### config.mk
export PLATFORM = sky130hd
export DESIGN_NAME = kti_control
export DESIGN_NICKNAME = d
export VERILOG_FILES = /design/src/rtl/core/kti_pkg.sv /design/src/rtl/core/kti_control.sv
export SDC_FILE = /design/constraint.sdc
export NUM_CORES = 1
export LEC_CHECK = 0
export BUFFER_PORTS_ARGS = -buffer_cell sky130_fd_sc_hd__buf_2
export CORE_MARGIN = 2
export CORE_UTILIZATION = 44
export CTS_BUF_LIST = sky130_fd_sc_hd__clkbuf_4
export DETAILED_ROUTE_END_ITERATION = 7
export PLACE_DENSITY = 0.64
export SYNTH_ARGS = -nofsm -noshare
export SYNTH_HDL_FRONTEND = slang
export SYNTH_SLANG_ARGS = --single-unit
### constraint.sdc
create_clock -name clk -period 12.3 [get_ports clk]
set_input_delay 2.46 -clock clk [delete_from_list [all_inputs] [get_ports clk]]
set_output_delay 2.46 -clock clk [all_outputs]
set_load 0.1 [all_outputs]
### src/rtl/core/kti_pkg.sv
// shared types and constants for the keyframe track interpolator
// no dependencies
package kti_pkg;

  localparam int unsigned ChanW = 32;
  localparam int unsigned NumChan = 8;
  localparam int unsigned WeightOne = 32'd65536;

  localparam logic [1:0] ActClear  = 2'd0;
  localparam logic [1:0] ActAppend = 2'd1;
  localparam logic [1:0] ActStart  = 2'd2;
  localparam logic [1:0] ActStep   = 2'd3;

  localparam logic [1:0] StIdle     = 2'd0;
  localparam logic [1:0] StPlaying  = 2'd1;
  localparam logic [1:0] StFinished = 2'd2;
  localparam logic [1:0] StArmed    = 2'd3;
  localparam logic [1:0] StatusError = 2'd3;

  // one keyframe row: time then the eight channels, colour last
  typedef struct packed {
    logic [31:0]            t;
    logic [NumChan-1:0][31:0] ch;
  } key_t;

  typedef enum logic [2:0] {
    DpNone,
    DpWrite,   // write request row at key_count
    DpRead,    // issue memory read at rd index
    DpHold,    // copy read row to held frame
    DpLoadA,   // latch read row as segment start
    DpDivGo,   // start weight division
    DpBlend,   // run blend sweep
    DpSetTime  // held time = request time
  } dp_op_t;

  typedef struct packed {
    dp_op_t      op;
    logic [10:0] rd_idx;
  } dp_cmd_t;

  typedef struct packed {
    logic [31:0] rd_time;  // time of the row read last
    logic        div_done;
    logic        blend_done;
  } dp_stat_t;

endpackage

### src/rtl/core/kti_control.sv
// playback controller: action decode, segment search, sequencing
// depends on kti_pkg
module kti_control #(
  parameter int unsigned MAX_KEYS = 64,
  parameter int unsigned IdxW = 6,
  parameter int unsigned CntW = 7
) (
  input  logic              clk,
  input  logic              rst,
  input  logic              start,
  input  logic [1:0]        action,
  input  logic [31:0]       time_value,
  output logic              busy,
  output logic              done,
  output logic [1:0]        status,
  output logic [31:0]       req_time,
  output logic [IdxW-1:0]   wr_idx,
  output kti_pkg::dp_cmd_t  cmd,
  input  kti_pkg::dp_stat_t stat
);

  typedef enum logic [3:0] {
    SIdle, SHoldRd, SHoldWt, SHoldCp, SLastRd, SLastWt, SSrchRd, SSrchWt,
    SDiv, SDivWt, SBlend, SBlendWt, SDone
  } state_t;

  state_t      state;
  logic [1:0]  play;
  logic [CntW-1:0] key_count;
  logic [10:0] idx;
  logic [31:0] t0_prev;
  logic        finish_after;
  logic [1:0]  status_q;

  logic [10:0] last;
  assign last = 11'(key_count) - 11'd1;
  assign busy = (state != SIdle);
  assign wr_idx = key_count[IdxW-1:0];

  always_comb begin
    cmd.op = kti_pkg::DpNone;
    cmd.rd_idx = idx;
    case (state)
      SIdle: begin
        if (start && action == kti_pkg::ActAppend && 32'(key_count) < MAX_KEYS) begin
          cmd.op = kti_pkg::DpWrite;
        end
      end
      SHoldCp:  cmd.op = kti_pkg::DpHold;
      SDiv:     cmd.op = kti_pkg::DpDivGo;
      SBlend:   cmd.op = kti_pkg::DpBlend;
      SSrchWt: begin
        // keep segment start so the blend sees key n and key n+1
        if (idx != 11'd0 && t0_prev <= req_time && req_time < stat.rd_time) begin
          cmd.op = kti_pkg::DpSetTime;
        end else begin
          cmd.op = kti_pkg::DpLoadA;
        end
      end
      default: cmd.op = kti_pkg::DpNone;
    endcase
  end

  always_ff @(posedge clk) begin
    if (rst) begin
      state     <= SIdle;
      play      <= kti_pkg::StIdle;
      key_count <= '0;
      done      <= 1'b0;
      status    <= kti_pkg::StIdle;
      idx       <= '0;
      status_q  <= kti_pkg::StIdle;
      finish_after <= 1'b0;
    end else begin
      done <= 1'b0;
      case (state)
        SIdle: begin
          if (start) begin
            req_time <= time_value;
            case (action)
              kti_pkg::ActClear: begin
                key_count <= '0;
                play <= kti_pkg::StIdle;
                status_q <= kti_pkg::StIdle;
                state <= SDone;
              end
              kti_pkg::ActAppend: begin
                if (32'(key_count) < MAX_KEYS) key_count <= key_count + 1'b1;
                status_q <= (play == kti_pkg::StArmed) ? kti_pkg::StPlaying : play;
                state <= SDone;
              end
              kti_pkg::ActStart: begin
                if (key_count < CntW'(2)) begin
                  play <= kti_pkg::StIdle;
                  status_q <= kti_pkg::StatusError;
                end else begin
                  play <= kti_pkg::StArmed;
                  status_q <= kti_pkg::StPlaying;
                end
                state <= SDone;
              end
              default: begin
                if (play == kti_pkg::StArmed) begin
                  play <= kti_pkg::StPlaying;
                  status_q <= kti_pkg::StPlaying;
                  idx <= '0;
                  state <= SHoldRd;
                end else if (play == kti_pkg::StPlaying && key_count >= CntW'(2)) begin
                  idx <= last;
                  status_q <= kti_pkg::StPlaying;
                  state <= SLastRd;
                end else begin
                  status_q <= play;
                  state <= SDone;
                end
              end
            endcase
          end
        end
        SHoldRd: state <= SHoldWt;
        SHoldWt: state <= SHoldCp;
        SHoldCp: begin
          if (finish_after) begin
            play <= kti_pkg::StFinished;
            status_q <= kti_pkg::StFinished;
          end
          finish_after <= 1'b0;
          state <= SDone;
        end
        SLastRd: state <= SLastWt;
        SLastWt: begin
          if (stat.rd_time <= req_time) begin
            finish_after <= 1'b1;
            state <= SHoldCp;
          end else begin
            idx <= '0;
            state <= SSrchRd;
          end
        end
        SSrchRd: state <= SSrchWt;
        SSrchWt: begin
          if (idx != 11'd0 && t0_prev <= req_time && req_time < stat.rd_time) begin
            state <= SDiv;
          end else if (idx == last) begin
            idx <= '0;
            state <= SHoldRd;
          end else begin
            t0_prev <= stat.rd_time;
            idx <= idx + 11'd1;
            state <= SSrchRd;
          end
        end
        SDiv:     state <= SDivWt;
        SDivWt:   if (stat.div_done) state <= SBlend;
        SBlend:   state <= SBlendWt;
        SBlendWt: if (stat.blend_done) state <= SDone;
        SDone: begin
          done <= 1'b1;
          status <= status_q;
          state <= SIdle;
        end
        default: state <= SIdle;
      endcase
    end
  end

endmodule

==> impl_metrics.csv, run 1 <==
group,metric,value,unit
timing,skew,0.0212,ns
clock_tree,htree_levels,3,
logic_synthesis,synth.area.mux_share,0.525,%
timing,setup_viol,0,
layout,syn_to_final_growth,14.8,%
logic_synthesis,synth-seq-cells,94,
layout,insertedDiodeCount,0,
clock_tree,cts_tree,"done",
routing,routed_via_density,5.37,
logic_synthesis,ys_seq_area_share,44.1,%
logic_synthesis,syn_avg_cell_area,9.87,µm²
logic_synthesis,syn_area,5720,µm²
clock_tree,cts_sinks,94,
global_route,antenna_found_initial,0,
clock_tree,clockBufferDepth,2,
job,cap_viol_max_count,0,
global_route,track_usage,19.9,%
clock_tree,clockRootBuffer,"clkbuf_4",
logic_synthesis,postSynthCellCount,579,
worst_setup_path,r2r-end,"t0_prev[14]",
routing,vias,4652,
layout,drive_gt1_share,21.9,%
status,outcome,"completed",
floorplan,initial_core_util,45.1,%
logic_synthesis,synth-main-ff-cell,"edfxtp_1",
worst_setup_path,critical_path_arrival,5.03,ns
logic_synthesis,synth_top_family_by_area,"simple AND/OR/NAND/NOR gates",
power_and_ir_drop,power.total,1040,µW
routing,antenna_left,0,
floorplan,core,12700,µm²
global_route,grt_pass1_vias,4649,
worst_setup_path,worst-setup-path-type,"in2out",
hold_path,min_path_type,"reg2reg",
place,io_buffers,126,
floorplan,die_h,118,µm
clock_tree,cts_resized,0,
timing,slew_headroom,30.6,%
timing,period_share,60.9,%
logic_synthesis,synth_cell_types,62,
global_route,gr-total-overflow,0,
routing,drt_iter0_drc,265,
logic_synthesis,synthXorXnorAreaFrac,2.56,%
clock_tree,clkLatencyLatePin,0.47,ns
power_and_ir_drop,max-vdd-ir-drop,98.2,µV
logic_synthesis,synth.top_cell.area_share,33.6,%
worst_setup_path,path_max_fanout,5,
worst_setup_path,startpoint,"stat[31]",
logic_synthesis,ys_async_sr_fraction,0,%
logic_synthesis,synth_warnings,0,
place,place_congestion,0.879,
place,dp_hpwl,10300,µm
timing,final_max_slew_viol_count,0,
clock_tree,clk_pin_slew,0.13,ns
floorplan,rows,41,
logic_synthesis,synthesis.nets,718,
timing,rsz0062_at_grt,"false",
timing,finalSetupTns,0,ns
floorplan,ios,127,
routing,post-route-drc-count,0,
clock_tree,cts_made_buffers,9,
logic_synthesis,synth_largest_area_cell,"edfxtp_1",
clock_tree,cts_setup_buffers,0,
routing,wl,13500,µm
worst_setup_path,r2r_setup_slack,8.54,ns
routing,wl_per_cell,15.6,µm
worst_setup_path,critPathRequiredTime,9.84,ns
logic_synthesis,synth_compound_area_share,14.7,%
timing,period_minus_slack,7.49,ns
logic_synthesis,yosys-top-cells-area,"edfxtp_1 34%, ha_1 15%, dfxtp_1 11%, inv_1 5.1%, a21oi_1 3.7%",
logic_synthesis,yosys.area_share.simple,15.6,%
worst_setup_path,r2r_start,"key_count[0]",
worst_setup_path,setup.worst_path.start_class,"input port",
floorplan,dieArea,13900,µm²
power_and_ir_drop,p_leak,0.00294,µW
logic_synthesis,yosysMostFrequentCell,"inv_1",
global_route,grt_first_pass_wirelength,22400,µm
layout,fin_nets,829,
power_and_ir_drop,p_per_area,159,nW/µm²
timing,tightest_slew,1.04,ns
worst_setup_path,crit_path_end,"cmd[12]",
worst_setup_path,worst_setup_path_end_kind,"output port",
clock_tree,cts_hold_buf,0,
routing,drtPass1Iterations,5,
timing,fmax,134,MHz
timing,hold_viol_final,0,
logic_synthesis,synth_enable_flop_cells,64,
logic_synthesis,yosys-top-cells-count,"77 x inv_1, 68 x ha_1, 64 x edfxtp_1",
logic_synthesis,synthAdderAreaFrac,14.9,%
floorplan,die_x,118,µm
global_route,grt_max_degree,33,
worst_setup_path,worstRegToRegCells,9,
## layer usage
metal,track usage (%),routed length [µm]
met5,0,0
met1,23.9,5920
met4,6.40,167
met3,4.89,600
met2,35.1,6800
## cells in the final DEF (no fill, tap or decap), drive strengths merged, types with 8 or more instances in the layout
cell    Yosys  routed
nor2b       8       8
clkbuf     11      10
nor3       10      10
nand2b     13      13
edfxtp     64      64
dfxtp      30      30
a21oi      42      42
inv        77      77
ha         68      68
nor2       44      44
buf        15     126
nand4      19      19
o21ai      22      22
nand2      32      32
xnor2       9       9
nand3      15      15
## final cells by class
| cell class | count | area (µm²) |
|---|---|---|
| tap | 172 | 215 |
| timing repair buffer | 126 | 631 |
| inverter | 77 | 289 |
| multi-input combinational | 382 | 2780 |
| sequential | 94 | 2520 |
| clock inverter | 6 | 52.6 |
| clock buffer | 10 | 75.1 |
| fill | 1214 | 6110 |
## sequential cells by signal (all words and copies together) (netlist names)
signal and flops:
done 1, finish_after 1, idx 11, key_count 7
play 2, req_time 32, state 4, status 2
status_q 2, t0_prev 32
## through the flow
stage,util [%],worst slack (ns),area (µm²),std cells,hold WS (ns)
2_1_floorplan,-,3.83,5720,579,0.460
3_3_place_gp,50.8,4.88,6430,851,0.485
3_5_place_dp,50.8,4.76,6430,851,0.487
4_1_cts,51.8,4.73,6560,867,0.524
5_1_grt,51.8,4.51,6560,867,0.544
6_report,51.8,4.81,6560,867,0.514
## report_power, final
group | switching, µW | leakage (µW) | total, µW | internal, µW
Sequential | 48.0 | 0.000824 | 420 | 372
Clock | 104 | 0.0000712 | 165 | 61.9
Combinational | 342 | 0.00204 | 455 | 113
Total | 494 | 0.00294 | 1040 | 547
## worst max-delay path, stage by stage
cell	delay (ns)
buf_2	0.09
inv_1	0.04
ha_1	0.30
nand4_1	0.22
nor2_1	0.08
a221oi_1	0.45
nand3_1	0.15
nor4_2	0.43
o21bai_1	0.16
o22ai_1	0.19
buf_2	0.45
## logic make-up (layout without fill, tap and decap cells)
| family | count (synthesis) | after routing |
|---|---|---|
| fa+ha+maj | 68 | 68 |
| buf+inv | 103 | 219 |
| flops | 94 | 94 |
| compound gates | 126 | 126 |
| mux | 3 | 3 |
| simple gates | 170 | 170 |
| xor+xnor | 15 | 15 |
## how the worst min path moves through the flow
stage / start / to / slack (ns) / cells past startpoint
after floorplan: status_q[0] / status[0] / 0.46 / 2
after global placement: status[1] / status[1] / 0.49 / 2
after detailed placement: status[0] / status[0] / 0.49 / 2
after CTS: status[0] / status[0] / 0.52 / 2
after global routing: status_q[0] / status[0] / 0.54 / 2
final: status[1] / status[1] / 0.51 / 2
No activity file was read; power rests on OpenSTA's default activity.
==> run 2: changes to the inputs <==
PLACE_DENSITY = 0.67   (was 0.64)
clock period = 6.6 ns   (was 12.3 ns; I/O delays follow)
==> impl_metrics.csv, run 2 (synthesis gave the netlist of run 1 again) <==
group,metric,value,unit
status,outcome,"completed",
routing,drt_iter0_drc,251,
layout,multiInputGateArea,2780,µm²
routing,wl_per_cell,15.5,µm
timing,setup_viol,0,
clock_tree,cts_made_buffers,9,
timing,period_minus_slack,5.27,ns
job,cap_viol_max_count,0,
floorplan,die_h,118,µm
worst_setup_path,setup.worst_path.start_class,"input port",
clock_tree,cts_resized,0,
hold_path,min_path_type,"reg2reg",
place,io_buffers,126,
clock_tree,clkLatencyLatePin,0.48,ns
routing,post-route-drc-count,0,
timing,finalSetupTns,0,ns
power_and_ir_drop,max-vdd-ir-drop,300,µV
worst_setup_path,r2r_setup_slack,2.77,ns
layout,syn_to_final_growth,14.4,%
routing,wl,13400,µm
floorplan,ios,127,
worst_setup_path,path_max_fanout,5,
global_route,use_met2,34.1,%
layout,insertedDiodeCount,0,
hold_path,holdPathStages,2,
layout,final_common_cell,"buf_2",
place,placed_area,6430,µm²
floorplan,rows,41,
place,place_congestion,0.913,
layout,nFillCells,1195,
routing,routed_via_density,5.38,
layout,reg.largest.list,"req_time: 32 flops, t0_prev: 32 flops, idx: 11 flops",
floorplan,core,12700,µm²
worst_setup_path,worstRegToRegCells,9,
global_route,grt_max_degree,33,
routing,antenna_left,0,
power_and_ir_drop,p_leak,0.00294,µW
worst_setup_path,worst_setup_path_end_kind,"output port",
layout,layout_common_cells,"126 x buf_2, 77 x inv_1, 68 x ha_1",
clock_tree,htree_levels,3,
timing,tightest_slew,1.00,ns
global_route,antenna_found_initial,0,
clock_tree,clockBufferDepth,2,
layout,fin_util,51.6,%
timing,fmax,190,MHz
layout,drive_gt1_share,21.9,%
clock_tree,cts_tree,"done",
clock_tree,clk_pin_slew,0.12,ns
place,dp_hpwl,10200,µm
global_route,use_met3,5.67,%
floorplan,initial_core_util,45.1,%
timing,skew,0.0200,ns
clock_tree,clockRootBuffer,"clkbuf_4",
global_route,busiest_layer,"met2",
clock_tree,cts_sinks,94,
global_route,gr-total-overflow,0,
power_and_ir_drop,p_per_area,292,nW/µm²
global_route,grt_first_pass_wirelength,22000,µm
timing,final_max_slew_viol_count,0,
timing,slew_headroom,32.9,%
clock_tree,cts_setup_buffers,0,
timing,hold_viol_final,0,
floorplan,die_x,118,µm
timing,period_share,79.8,%
timing,rsz0062_at_grt,"false",
floorplan,dieArea,13900,µm²
layout,fin_nets,829,
worst_setup_path,critPathRequiredTime,5.28,ns
global_route,track_usage,19.7,%
worst_setup_path,worst-setup-path-type,"in2out",
worst_setup_path,critical_path_arrival,3.95,ns
global_route,grt_pass1_vias,4621,
layout,regArea,2520,µm²
clock_tree,cts_hold_buf,0,
global_route,use_met1,23.8,%
routing,vias,4666,
routing,drtPass1Iterations,4,
layout,stdcell_area,6540,µm²
==> run 2: changes by cell type in the layout (fill, tap and decap cells not counted), sizes merged <==
cell | previous run | this run
clkinv | 4 | 3
bufinv | 1 | 0
clkbuf | 10 | 13
clkinvlp | 1 | 0
==> run 2: final cells by class <==
class	count	share of cell area, %
multi-input cells	382	42.4
clock buffers	13	1.49
inverters	77	4.42
repair buffers	126	9.64
well taps	172	3.29
clock inverters	3	0.191
flip-flops and latches	94	38.6
==> run 2: power by group <==
group | internal, µW | switching [µW] | total [µW]
registers | 694 | 88.4 | 782
logic | 210 | 636 | 846
clock network | 92.0 | 192 | 284
total | 996 | 917 | 1910
==> run 2: stage by stage <==
step           cells  power (µW)  hold slack (ns)  setup slack [ns]
4_1_cts          867        1930            0.536              1.34
2_1_floorplan    579        1470            0.460             0.415
3_3_place_gp     851        1630            0.480              1.47
5_1_grt          867        2030            0.560              1.21
3_5_place_dp     851        1640            0.503              1.36
6_report         867        1910            0.525              1.33
==> run 2: final timing paths <==
path | from | end
worst min register to register | status[1] | status[1]
worst max-delay path | stat[32] | cmd[11]
worst max register to register | key_count[0] | t0_prev[9]
worst min-delay path | status[1] | status[1]
==> run 2: worst max-delay path: stages <==
cell,delay (ns)
buf_2,0.09
inv_1,0.04
ha_1,0.30
a21oi_1,0.17
nand2_1,0.10
a221oi_1,0.48
nand3_1,0.16
nor4_2,0.46
o21bai_1,0.17
o21ai_0,0.19
buf_2,0.46
==> run 2: routing by layer <==
layer | vias up | part of all wire [%]
met5 | - | 0
met4 | 0 | 1.7
met3 | 24 | 5.7
met2 | 132 | 49
met1 | 2199 | 43
li1 | 2311 | -
